===== src/rtl/vmeu_pkg.sv =====
// ============================================================================
// vmeu_pkg: shared definitions of the variable machine execute unit
// Widths, command and fault codes, controller states, item structs and the
// jump condition test on the compare flag.
// ============================================================================
package vmeu_pkg;

	localparam int DATA_W     = 32;
	localparam int CMD_W      = 4;
	localparam int SLOT_W     = 6;
	localparam int TGT_W      = 10;
	localparam int FAULT_W    = 2;
	localparam int SLOTS      = 64;
	localparam int SLOT_IDX_W = $clog2(SLOTS);
	localparam int PROG_SLOTS = 1024;

	typedef enum logic [CMD_W-1:0] {
		CMD_DEC = 4'd0,
		CMD_MOV = 4'd1,
		CMD_OUT = 4'd2,
		CMD_ADD = 4'd3,
		CMD_SUB = 4'd4,
		CMD_MUL = 4'd5,
		CMD_DIV = 4'd6,
		CMD_MOD = 4'd7,
		CMD_CMP = 4'd8,
		CMD_JE  = 4'd9,
		CMD_JNE = 4'd10,
		CMD_JL  = 4'd11,
		CMD_JLE = 4'd12,
		CMD_JG  = 4'd13,
		CMD_JGE = 4'd14,
		CMD_JMP = 4'd15
	} cmd_t;

	typedef enum logic [FAULT_W-1:0] {
		FLT_OK     = 2'd0,
		FLT_UNDECL = 2'd1,
		FLT_DIVZ   = 2'd2,
		FLT_HALTED = 2'd3
	} fault_t;

	typedef enum logic [1:0] {
		ST_IDLE,
		ST_EXEC,
		ST_DIV,
		ST_FINISH
	} state_t;

	typedef struct packed {
		cmd_t                     command;
		logic [SLOT_W-1:0]        first_slot;
		logic                     first_is_literal;
		logic signed [DATA_W-1:0] first_literal;
		logic [SLOT_W-1:0]        second_slot;
		logic                     second_is_literal;
		logic signed [DATA_W-1:0] second_literal;
		logic [TGT_W-1:0]         jump_target;
	} instr_t;

	typedef struct packed {
		logic                     print_valid;
		logic signed [DATA_W-1:0] print_value;
		logic                     branch_taken;
		logic [TGT_W-1:0]         next_position;
		fault_t                   fault;
	} res_t;

	function automatic logic flag_test(cmd_t cmd, logic [DATA_W-1:0] flag);
		logic zero;
		logic neg;
		logic hit;
		zero = (flag == '0);
		neg  = flag[DATA_W-1];
		case (cmd)
			CMD_JE:  hit = zero;
			CMD_JNE: hit = !zero;
			CMD_JL:  hit = neg;
			CMD_JLE: hit = neg || zero;
			CMD_JG:  hit = !neg && !zero;
			CMD_JGE: hit = !neg;
			default: hit = 1'b1;
		endcase
		return hit;
	endfunction

endpackage


===== src/rtl/vmeu_if.sv =====
// ============================================================================
// vmeu_if: channel interfaces of the variable machine execute unit
// One interface for the instruction channel and one for the result channel,
// each with valid/ready and a source and a sink modport.
// ============================================================================
interface vmeu_in_if;
	import vmeu_pkg::*;

	logic                     valid;
	logic                     ready;
	logic [CMD_W-1:0]         command;
	logic [SLOT_W-1:0]        first_slot;
	logic                     first_is_literal;
	logic signed [DATA_W-1:0] first_literal;
	logic [SLOT_W-1:0]        second_slot;
	logic                     second_is_literal;
	logic signed [DATA_W-1:0] second_literal;
	logic [TGT_W-1:0]         jump_target;

	modport source (
		output valid, command, first_slot, first_is_literal, first_literal,
		       second_slot, second_is_literal, second_literal, jump_target,
		input  ready
	);
	modport sink (
		input  valid, command, first_slot, first_is_literal, first_literal,
		       second_slot, second_is_literal, second_literal, jump_target,
		output ready
	);
endinterface

interface vmeu_out_if;
	import vmeu_pkg::*;

	logic                     valid;
	logic                     ready;
	logic                     print_valid;
	logic signed [DATA_W-1:0] print_value;
	logic                     branch_taken;
	logic [TGT_W-1:0]         next_position;
	logic [FAULT_W-1:0]       fault;

	modport source (
		output valid, print_valid, print_value, branch_taken, next_position, fault,
		input  ready
	);
	modport sink (
		input  valid, print_valid, print_value, branch_taken, next_position, fault,
		output ready
	);
endinterface


===== src/rtl/vmeu_ram.sv =====
// ============================================================================
// vmeu_ram: generic synchronous RAM
// One write port and two read ports, read data registered.
// ============================================================================
module vmeu_ram #(
	parameter int  DEPTH = 64,
	parameter int  WIDTH = 32,
	localparam int AW    = $clog2(DEPTH)
) (
	input  logic             clk,
	input  logic             we,
	input  logic [AW-1:0]    waddr,
	input  logic [WIDTH-1:0] wdata,
	input  logic [AW-1:0]    raddr_a,
	output logic [WIDTH-1:0] rdata_a,
	input  logic [AW-1:0]    raddr_b,
	output logic [WIDTH-1:0] rdata_b
);
	logic [WIDTH-1:0] mem [DEPTH];

	always_ff @(posedge clk) begin
		if (we) begin
			mem[waddr] <= wdata;
		end
		rdata_a <= mem[raddr_a];
		rdata_b <= mem[raddr_b];
	end
endmodule


===== src/rtl/vmeu_divider.sv =====
// ============================================================================
// vmeu_divider: iterative signed divider
// Restoring division on magnitudes, one quotient bit per cycle; the quotient
// truncates toward zero and the remainder takes the sign of the dividend.
// ============================================================================
module vmeu_divider (
	input  logic                         clk,
	input  logic                         arst_n,
	input  logic                         start,
	input  logic [vmeu_pkg::DATA_W-1:0]  dividend,
	input  logic [vmeu_pkg::DATA_W-1:0]  divisor,
	output logic                         done,
	output logic [vmeu_pkg::DATA_W-1:0]  quotient,
	output logic [vmeu_pkg::DATA_W-1:0]  remainder
);
	import vmeu_pkg::*;

	localparam int CNT_W = $clog2(DATA_W);

	logic              busy_q;
	logic              done_q;
	logic [CNT_W-1:0]  cnt_q;
	logic [DATA_W-1:0] rem_q;
	logic [DATA_W-1:0] quo_q;
	logic [DATA_W-1:0] den_q;
	logic              qneg_q;
	logic              rneg_q;

	logic [DATA_W:0]   shifted;
	logic [DATA_W:0]   diff;
	logic              qbit;

	assign shifted = {rem_q, quo_q[DATA_W-1]};
	assign diff    = shifted - {1'b0, den_q};
	assign qbit    = !diff[DATA_W];

	always_ff @(posedge clk or negedge arst_n) begin
		if (!arst_n) begin
			busy_q <= 1'b0;
			done_q <= 1'b0;
			cnt_q  <= '0;
		end else begin
			done_q <= 1'b0;
			if (start) begin
				busy_q <= 1'b1;
				cnt_q  <= CNT_W'(DATA_W - 1);
			end else if (busy_q) begin
				cnt_q <= cnt_q - 1'b1;
				if (cnt_q == '0) begin
					busy_q <= 1'b0;
					done_q <= 1'b1;
				end
			end
		end
	end

	always_ff @(posedge clk) begin
		if (start) begin
			rem_q  <= '0;
			quo_q  <= dividend[DATA_W-1] ? (~dividend + 1'b1) : dividend;
			den_q  <= divisor[DATA_W-1] ? (~divisor + 1'b1) : divisor;
			qneg_q <= dividend[DATA_W-1] ^ divisor[DATA_W-1];
			rneg_q <= dividend[DATA_W-1];
		end else if (busy_q) begin
			rem_q <= qbit ? diff[DATA_W-1:0] : shifted[DATA_W-1:0];
			quo_q <= {quo_q[DATA_W-2:0], qbit};
		end
	end

	assign done      = done_q;
	assign quotient  = qneg_q ? (~quo_q + 1'b1) : quo_q;
	assign remainder = rneg_q ? (~rem_q + 1'b1) : rem_q;
endmodule


===== src/rtl/variable_machine_execute_unit.sv =====
// ============================================================================
// variable_machine_execute_unit: execute stage of a small variable machine
// Runs one decoded instruction per transfer against a RAM of signed 32-bit
// variables with declared marks, a compare flag and a sticky halted bit.
// ============================================================================
// Sequence: after the instruction transfer the controller passes through the
// execute and finish states, and the result is registered as it leaves finish,
// which waits while the output register still holds an untaken result; DIV and
// MOD also wait in the divide state for the bit-serial divider. One instruction
// at a time; the divider's one quotient bit per cycle sets the worst case.
// Reset clears the declared marks, the compare flag, the halted bit and the
// controller at once; slot values are not cleared and need no clearing pass.
module variable_machine_execute_unit (
	input  logic clk,
	input  logic arst_n,
	vmeu_in_if.sink    instr,
	vmeu_out_if.source result
);
	import vmeu_pkg::*;

	// Controller state and the latched instruction. The instruction stays in
	// ins_q for the whole execution, so the slot RAM is read once at the
	// transfer and written once at the finish: accesses never overlap.
	state_t            state_q;
	state_t            state_d;
	instr_t            ins_q;

	// Architectural state besides the slot values.
	logic [SLOTS-1:0]  decl_q;
	logic [DATA_W-1:0] flag_q;
	logic              halted_q;

	// Pending result and side effects, settled in the execute state; the DIV/MOD write data when the divider finishes.
	res_t              pend_q;
	logic [DATA_W-1:0] wdata_q;
	logic              wr_en_q;
	logic              decl_set_q;
	logic              flag_wr_q;

	// Output register.
	res_t              out_q;
	logic              out_valid_q;

	// Controller outputs and the divider's completion pulse.
	logic              accept;
	logic              go_div;
	logic              load_out;
	logic              div_done;

	// Slot RAM ports.
	logic [DATA_W-1:0] rd_a;
	logic [DATA_W-1:0] rd_b;

	// Execute-cycle datapath.
	logic [SLOT_IDX_W-1:0] idx1;
	logic [SLOT_IDX_W-1:0] idx2;
	logic              slot1_ok;
	logic              slot2_ok;
	logic              lit1_used;
	logic [DATA_W-1:0] opa;
	logic [DATA_W-1:0] opb;
	logic              a_ok;
	logic              b_ok;
	logic [DATA_W-1:0] product;
	logic [DATA_W-1:0] div_q;
	logic [DATA_W-1:0] div_r;
	res_t              exe_res;
	logic [DATA_W-1:0] exe_wdata;
	logic              exe_wr;
	logic              exe_decl;
	logic              exe_flag;
	logic              exe_div;

	// ------------------------------------------------------------------
	// Slot value RAM. Reads are addressed straight from the channel so the
	// operands arrive in the execute cycle; the write-back happens when the
	// result is loaded into the output register.
	// ------------------------------------------------------------------
	vmeu_ram #(
		.DEPTH (SLOTS),
		.WIDTH (DATA_W)
	) u_slot_ram (
		.clk     (clk),
		.we      (load_out && wr_en_q),
		.waddr   (ins_q.first_slot[SLOT_IDX_W-1:0]),
		.wdata   (wdata_q),
		.raddr_a (instr.first_slot[SLOT_IDX_W-1:0]),
		.rdata_a (rd_a),
		.raddr_b (instr.second_slot[SLOT_IDX_W-1:0]),
		.rdata_b (rd_b)
	);

	vmeu_divider u_divider (
		.clk       (clk),
		.arst_n    (arst_n),
		.start     (go_div),
		.dividend  (opa),
		.divisor   (opb),
		.done      (div_done),
		.quotient  (div_q),
		.remainder (div_r)
	);

	// ------------------------------------------------------------------
	// Controller: next state.
	// ------------------------------------------------------------------
	always_comb begin
		state_d = state_q;
		case (state_q)
			ST_IDLE: begin
				if (instr.valid) begin
					state_d = ST_EXEC;
				end
			end
			ST_EXEC: begin
				state_d = exe_div ? ST_DIV : ST_FINISH;
			end
			ST_DIV: begin
				if (div_done) begin
					state_d = ST_FINISH;
				end
			end
			ST_FINISH: begin
				if (!out_valid_q || result.ready) begin
					state_d = ST_IDLE;
				end
			end
			default: state_d = ST_IDLE;
		endcase
	end

	// ------------------------------------------------------------------
	// Controller: outputs. The finish cycle waits only for the output
	// register to be free, so a new instruction is taken while the previous
	// result still waits for its transfer.
	// ------------------------------------------------------------------
	always_comb begin
		instr.ready = (state_q == ST_IDLE);
		go_div      = (state_q == ST_EXEC) && exe_div;
		load_out    = (state_q == ST_FINISH) && (!out_valid_q || result.ready);
	end

	assign accept = instr.valid && instr.ready;

	// ------------------------------------------------------------------
	// Operand selection and checks. A slot counts as usable only when it is
	// inside the file and declared. The first literal is honored by OUT and
	// CMP alone; DEC, MOV, ADD, SUB, MUL, DIV and MOD use first_slot as the destination.
	// ------------------------------------------------------------------
	assign idx1      = ins_q.first_slot[SLOT_IDX_W-1:0];
	assign idx2      = ins_q.second_slot[SLOT_IDX_W-1:0];
	assign slot1_ok  = (32'(ins_q.first_slot) < SLOTS) && decl_q[idx1];
	assign slot2_ok  = (32'(ins_q.second_slot) < SLOTS) && decl_q[idx2];
	assign lit1_used = ins_q.first_is_literal &&
		((ins_q.command == CMD_OUT) || (ins_q.command == CMD_CMP));
	assign opa       = lit1_used ? ins_q.first_literal : rd_a;
	assign opb       = ins_q.second_is_literal ? ins_q.second_literal : rd_b;
	assign a_ok      = lit1_used || slot1_ok;
	assign b_ok      = ins_q.second_is_literal || slot2_ok;
	assign product   = opa * opb;

	// Execute: decide the fault, the result fields and the side effects.
	always_comb begin
		exe_res   = '0;
		exe_wdata = '0;
		exe_wr    = 1'b0;
		exe_decl  = 1'b0;
		exe_flag  = 1'b0;
		exe_div   = 1'b0;
		if (halted_q) begin
			exe_res.fault = FLT_HALTED;
		end else begin
			case (ins_q.command)
				CMD_DEC: begin
					// Redeclaration keeps the value; out of range does nothing.
					if ((32'(ins_q.first_slot) < SLOTS) && !decl_q[idx1]) begin
						exe_wr   = 1'b1;
						exe_decl = 1'b1;
					end
				end
				CMD_OUT: begin
					if (!a_ok) begin
						exe_res.fault = FLT_UNDECL;
					end else begin
						exe_res.print_valid = 1'b1;
						exe_res.print_value = opa;
					end
				end
				CMD_CMP: begin
					if (!a_ok || !b_ok) begin
						exe_res.fault = FLT_UNDECL;
					end else begin
						exe_flag  = 1'b1;
						exe_wdata = opa - opb;
					end
				end
				CMD_JE, CMD_JNE, CMD_JL, CMD_JLE, CMD_JG, CMD_JGE, CMD_JMP: begin
					if (flag_test(ins_q.command, flag_q)) begin
						exe_res.branch_taken  = 1'b1;
						exe_res.next_position = (32'(ins_q.jump_target) >= PROG_SLOTS) ?
							TGT_W'(PROG_SLOTS - 1) : ins_q.jump_target;
					end
				end
				default: begin
					// MOV, ADD, SUB, MUL, DIV and MOD: destination checked first,
					// then the source, then the divisor.
					if (!slot1_ok || !b_ok) begin
						exe_res.fault = FLT_UNDECL;
					end else if (((ins_q.command == CMD_DIV) ||
						(ins_q.command == CMD_MOD)) && (opb == '0)) begin
						exe_res.fault = FLT_DIVZ;
					end else begin
						exe_wr = 1'b1;
						case (ins_q.command)
							CMD_MOV: exe_wdata = opb;
							CMD_ADD: exe_wdata = opa + opb;
							CMD_SUB: exe_wdata = opa - opb;
							CMD_MUL: exe_wdata = product;
							default: exe_div   = 1'b1;
						endcase
					end
				end
			endcase
		end
	end

	// ------------------------------------------------------------------
	// Control registers.
	// ------------------------------------------------------------------
	always_ff @(posedge clk or negedge arst_n) begin
		if (!arst_n) begin
			state_q     <= ST_IDLE;
			decl_q      <= '0;
			flag_q      <= '0;
			halted_q    <= 1'b0;
			out_valid_q <= 1'b0;
			wr_en_q     <= 1'b0;
			decl_set_q  <= 1'b0;
			flag_wr_q   <= 1'b0;
		end else begin
			state_q <= state_d;
			if (state_q == ST_EXEC) begin
				wr_en_q    <= exe_wr;
				decl_set_q <= exe_decl;
				flag_wr_q  <= exe_flag;
			end
			if (load_out) begin
				out_valid_q <= 1'b1;
				if (decl_set_q) begin
					decl_q[idx1] <= 1'b1;
				end
				if (flag_wr_q) begin
					flag_q <= wdata_q;
				end
				if ((pend_q.fault == FLT_UNDECL) || (pend_q.fault == FLT_DIVZ)) begin
					halted_q <= 1'b1;
				end
			end else if (result.ready) begin
				out_valid_q <= 1'b0;
			end
		end
	end

	// ------------------------------------------------------------------
	// Payload registers.
	// ------------------------------------------------------------------
	always_ff @(posedge clk) begin
		if (accept) begin
			ins_q <= '{
				command:           cmd_t'(instr.command),
				first_slot:        instr.first_slot,
				first_is_literal:  instr.first_is_literal,
				first_literal:     instr.first_literal,
				second_slot:       instr.second_slot,
				second_is_literal: instr.second_is_literal,
				second_literal:    instr.second_literal,
				jump_target:       instr.jump_target
			};
		end
		if (state_q == ST_EXEC) begin
			pend_q  <= exe_res;
			wdata_q <= exe_wdata;
		end
		if ((state_q == ST_DIV) && div_done) begin
			wdata_q <= (ins_q.command == CMD_DIV) ? div_q : div_r;
		end
		if (load_out) begin
			out_q <= pend_q;
		end
	end

	assign result.valid         = out_valid_q;
	assign result.print_valid   = out_q.print_valid;
	assign result.print_value   = out_q.print_value;
	assign result.branch_taken  = out_q.branch_taken;
	assign result.next_position = out_q.next_position;
	assign result.fault         = out_q.fault;

	// ------------------------------------------------------------------
	// Assertions.
	// ------------------------------------------------------------------
	a_halt_sticky: assert property (@(posedge clk) disable iff (!arst_n)
		halted_q |=> halted_q)
		else $error("halted bit cleared without reset");

	a_halted_result: assert property (@(posedge clk) disable iff (!arst_n)
		(load_out && halted_q) |-> (pend_q.fault == FLT_HALTED))
		else $error("instruction executed while halted");

	a_div_done_state: assert property (@(posedge clk) disable iff (!arst_n)
		div_done |-> (state_q == ST_DIV))
		else $error("divider finished outside the divide wait");

	a_no_overwrite: assert property (@(posedge clk) disable iff (!arst_n)
		(out_valid_q && !result.ready) |-> !load_out)
		else $error("pending result overwritten");

	a_fault_no_write: assert property (@(posedge clk) disable iff (!arst_n)
		(load_out && (pend_q.fault != FLT_OK)) |-> (!wr_en_q && !flag_wr_q))
		else $error("faulting instruction changed state");
endmodule

===== src/flat_wrapper.sv =====
// flat-port wrapper written by rule: the top's interface ports become plain ports
module variable_machine_execute_unit_flat import vmeu_pkg::*;
  (clk, arst_n, instr_valid, instr_command, instr_first_slot, instr_first_is_literal, instr_first_literal, instr_second_slot, instr_second_is_literal, instr_second_literal, instr_jump_target, instr_ready, result_valid, result_print_valid, result_print_value, result_branch_taken, result_next_position, result_fault, result_ready);
  vmeu_in_if instr_i ();
  vmeu_out_if result_i ();
  input  logic clk;
  input  logic arst_n;
  input wire logic [$bits(instr_i.valid)-1:0] instr_valid;
  input wire logic [$bits(instr_i.command)-1:0] instr_command;
  input wire logic [$bits(instr_i.first_slot)-1:0] instr_first_slot;
  input wire logic [$bits(instr_i.first_is_literal)-1:0] instr_first_is_literal;
  input wire logic [$bits(instr_i.first_literal)-1:0] instr_first_literal;
  input wire logic [$bits(instr_i.second_slot)-1:0] instr_second_slot;
  input wire logic [$bits(instr_i.second_is_literal)-1:0] instr_second_is_literal;
  input wire logic [$bits(instr_i.second_literal)-1:0] instr_second_literal;
  input wire logic [$bits(instr_i.jump_target)-1:0] instr_jump_target;
  output wire logic [$bits(instr_i.ready)-1:0] instr_ready;
  output wire logic [$bits(result_i.valid)-1:0] result_valid;
  output wire logic [$bits(result_i.print_valid)-1:0] result_print_valid;
  output wire logic [$bits(result_i.print_value)-1:0] result_print_value;
  output wire logic [$bits(result_i.branch_taken)-1:0] result_branch_taken;
  output wire logic [$bits(result_i.next_position)-1:0] result_next_position;
  output wire logic [$bits(result_i.fault)-1:0] result_fault;
  input wire logic [$bits(result_i.ready)-1:0] result_ready;
  assign instr_i.valid = instr_valid;
  assign instr_i.command = instr_command;
  assign instr_i.first_slot = instr_first_slot;
  assign instr_i.first_is_literal = instr_first_is_literal;
  assign instr_i.first_literal = instr_first_literal;
  assign instr_i.second_slot = instr_second_slot;
  assign instr_i.second_is_literal = instr_second_is_literal;
  assign instr_i.second_literal = instr_second_literal;
  assign instr_i.jump_target = instr_jump_target;
  assign instr_ready = instr_i.ready;
  assign result_valid = result_i.valid;
  assign result_print_valid = result_i.print_valid;
  assign result_print_value = result_i.print_value;
  assign result_branch_taken = result_i.branch_taken;
  assign result_next_position = result_i.next_position;
  assign result_fault = result_i.fault;
  assign result_i.ready = result_ready;
  variable_machine_execute_unit u_core (.clk(clk), .arst_n(arst_n), .instr(instr_i), .result(result_i));
endmodule

===== config.mk =====
export PLATFORM = sky130hd
export DESIGN_NAME = variable_machine_execute_unit_flat
export DESIGN_NICKNAME = d
export VERILOG_FILES = /design/src/rtl/vmeu_pkg.sv /design/src/rtl/vmeu_if.sv /design/src/rtl/vmeu_ram.sv /design/src/rtl/vmeu_divider.sv /design/src/rtl/variable_machine_execute_unit.sv /design/src/flat_wrapper.sv
export SDC_FILE = /design/constraint.sdc
export NUM_CORES = 2
export LEC_CHECK = 0
export BUFFER_PORTS_ARGS = -buffer_cell sky130_fd_sc_hd__buf_2
export CORE_ASPECT_RATIO = 0.5
export CORE_UTILIZATION = 50
export CTS_BUF_LIST = sky130_fd_sc_hd__clkbuf_8
export DETAILED_ROUTE_END_ITERATION = 6
export MAX_ROUTING_LAYER = met4
export PLACE_DENSITY = 0.74
export SLEW_MARGIN = 40
export SYNTH_ARGS = -nofsm -noshare
export SYNTH_HDL_FRONTEND = slang
export SYNTH_SLANG_ARGS = --single-unit
export TNS_END_PERCENT = 5

===== constraint.sdc =====
create_clock -name clk -period 9.56 [get_ports clk]
set_clock_uncertainty 0.05 [all_clocks]
set_input_delay 0.478 -clock clk [delete_from_list [all_inputs] [get_ports clk]]
set_output_delay 0.478 -clock clk [all_outputs]
set_load 0.005 [all_outputs]

==> metrics <==
status complete, no violations; CTS max path bufs 4; Clock transition at path regs 0.08 ns; f_max 108 MHz; Worst path slowest cell fa_1; gp weighted congestion 1.04; CORE AREA 0.268 mm²; Root Buffer clkbuf_8; mapped cell area 0.135 mm²; 1st-iter DRT viols 13.4k; asr flop ratio synth 0.0434; clock sink count 2,536; share of the yosys chip area belonging to registers 0.552; commonest non-fill, non-tap cell in the layout edfxtp_1; clock latency on the worst-skew pair 0.99 ns; H-tree depth reported by CTS 5; cell count after synthesis 8,097; CP max stage delay 0.58 ns; fin nets 9,267; drt wl/cell 36.1 µm; critical path endpoint category flip-flop; Post-synth EDFFs 2,330; DP HPWL 288,000 µm; DRC Markers 0; setup slack, reg-to-reg 0.33 ns; Die ar. 0.273 mm²; Avg Vias per Cell 6.78; unrepaired setup endpoints after global routing false; # rows 134; via count 84.5k; CP arrival 9.86 ns; first-pass GRT wire length 631,000 µm; Initial Util 0.505; CTS tree built; Synth Warn # 0; required time worst endpoint 10.19 ns; syn avg cell area 16.7 µm²; Worst slew margin 0.342; initial antenna violation count 57; TritonCTS Buffers 365; share of post-route cells with drive strength above 1 0.288; Synth Net Count 8,831; GRT Overall Usage 0.339; post-synthesis cell type count 86; HP Class in -> reg; crit start category flip-flop; I/O Buffers 143; final hold violations 0; Die Wd 738 µm; actual slew at the worst max-slew pin 0.984 ns; Die H 370 µm; number of fill cells 20.5k; ys flop type edfxtp_1; critical path's most frequent cell fa_1; setup TNS 0 ns; grt total ovfl 0; largest net degree at the start of global routing 123; router iterations before antenna repair 6; max-slew violations 0; Post-DRT Antenna Nets 0; area grow syn2layout 11.0%; vias in the first global route 84.0k; Top-Level Pins 144; Final min period 9.23 ns; Setup Viol. Count Final 0; max cap viols 0; FF+latch count, synth 2,536; most frequent cells in the layout edfxtp_1 (2,330), mux4_2 (1,356), inv_1 (618); final period utilization 0.965; CP Class reg -> reg; WL final 450,000 µm; worst-path maximum fanout 9
==> final timing paths <==
kind / from / end / depth (start not counted)
setup / recovery: u_core.ins_q[90] / u_core.wdata_q[27] / 26
hold / removal: instr_first_slot[2] / u_core.idx1[2] / 1
setup reg to reg: u_core.ins_q[90] / u_core.wdata_q[27] / 26
hold reg to reg: u_core.pend_q[25] / u_core.result.print_value[12] / 0
max in group asynchronous: arst_n / u_core.flag_q[27] / 4
min in group asynchronous: arst_n / u_core.decl_q[7] / 4
==> layout make-up <==
cell class                 instances  area [µm²]  share of cell area
multi-input combinational       4515       57300               0.382
clock buffer                     383        5270              0.0351
sequential                      2536       74600               0.497
tap                             3604        4510              0.0300
inverter                         533        2010              0.0134
antenna                           37        92.6            0.000616
timing repair buffer             582        4900              0.0326
clock inverter                   276        1440             0.00960
==> cells by family after synthesis <==
kind of cell    count (synthesis)  share of synthesized area
mux                          1521                      0.239
xor+xnor                      270                     0.0182
simple gates                 1300                     0.0422
fa+ha+maj                     638                     0.0818
flops                        2536                      0.552
buf+inv                      1046                     0.0296
compound gates                786                     0.0378
==> per-layer routing <==
metal / GRT usage / vias to the layer above / wire (µm)
li1: - / 32900 / -
met1: 0.439 / 44000 / 160000
met2: 0.500 / 6511 / 204000
met3: 0.107 / 1124 / 62800
met4: 0.143 / 0 / 22400
met5: - / - / 0
==> through the flow <==
step	cell area (µm²)	hold slack, ns	util	std cells	setup slack, ns
finish	150000	0.0603	0.561	12500	0.332
global route	150000	0.0284	0.561	12500	0.0542
CTS	150000	0.0117	0.559	12400	0.0725
detailed placement	142000	0.355	0.530	11700	0.155
global placement	142000	0.351	0.530	11700	0.332
floorplan	135000	0.132	-	8097	0.341
==> state kept, by name (all words and copies together) (netlist names), 6 cells and up <==
name / count
u_core.decl_q: 64
u_core.flag_q: 32
u_core.idx1: 6
u_core.idx2: 6
u_core.ins_q: 80
u_core.pend_q: 46
u_core.result.next_position: 10
u_core.result.print_value: 32
u_core.u_divider.den_q: 32
u_core.u_divider.quo_q: 32
u_core.u_divider.rem_q: 32
u_core.u_slot_ram.mem: 2048
u_core.u_slot_ram.rdata_a: 32
u_core.u_slot_ram.rdata_b: 32
u_core.wdata_q: 32
==> Yosys cell counts, drive strengths merged, types with 19 or more instances <==
master     n  share of area
clkinv    23        0.00064
inv      510          0.014
nor2b     23         0.0011
o22ai     40         0.0018
fa       411          0.061
a21o      44         0.0024
a31oi     37         0.0017
nor3      51         0.0019
dfxtp     96          0.014
o21bai    77         0.0043
nor2     571          0.016
xnor2    193          0.012
clkbuf   353         0.0098
o31ai     32         0.0018
o21ai    198         0.0076
or4       19         0.0011
mux2      68         0.0057
and3      26         0.0012
o21a      19         0.0011
nand2    393          0.011
o211ai    19         0.0011
nand3     43         0.0016
xor2      70         0.0045
a21oi    178         0.0068
ha       227          0.021
mux4    1356           0.23
nand2b    46         0.0021
dfrtp    110          0.020
buf      160         0.0050
mux2i     97         0.0076
and2      26         0.0012
edfxtp  2330           0.52
==> timing repair <==
action,4_1_cts,5_1_grt
endpoints found under the setup margin,0,9
hold buffers,92,0
hold endpoints to repair,130,0
setup buffers,0,4
gates resized for setup,0,4
==> worst max-delay path: cells and delay by family, from the launching register on <==
kind            cells  cell delay (ns)
compound gates      8             2.25
xor+xnor            1             0.34
buf+inv             5             0.65
fa+ha+maj           9             4.02
flops               1             0.45
simple gates        3             1.18
Power is not shown: default switching activity piles up to over one toggle a cycle in this logic, so the estimate is an artifact.
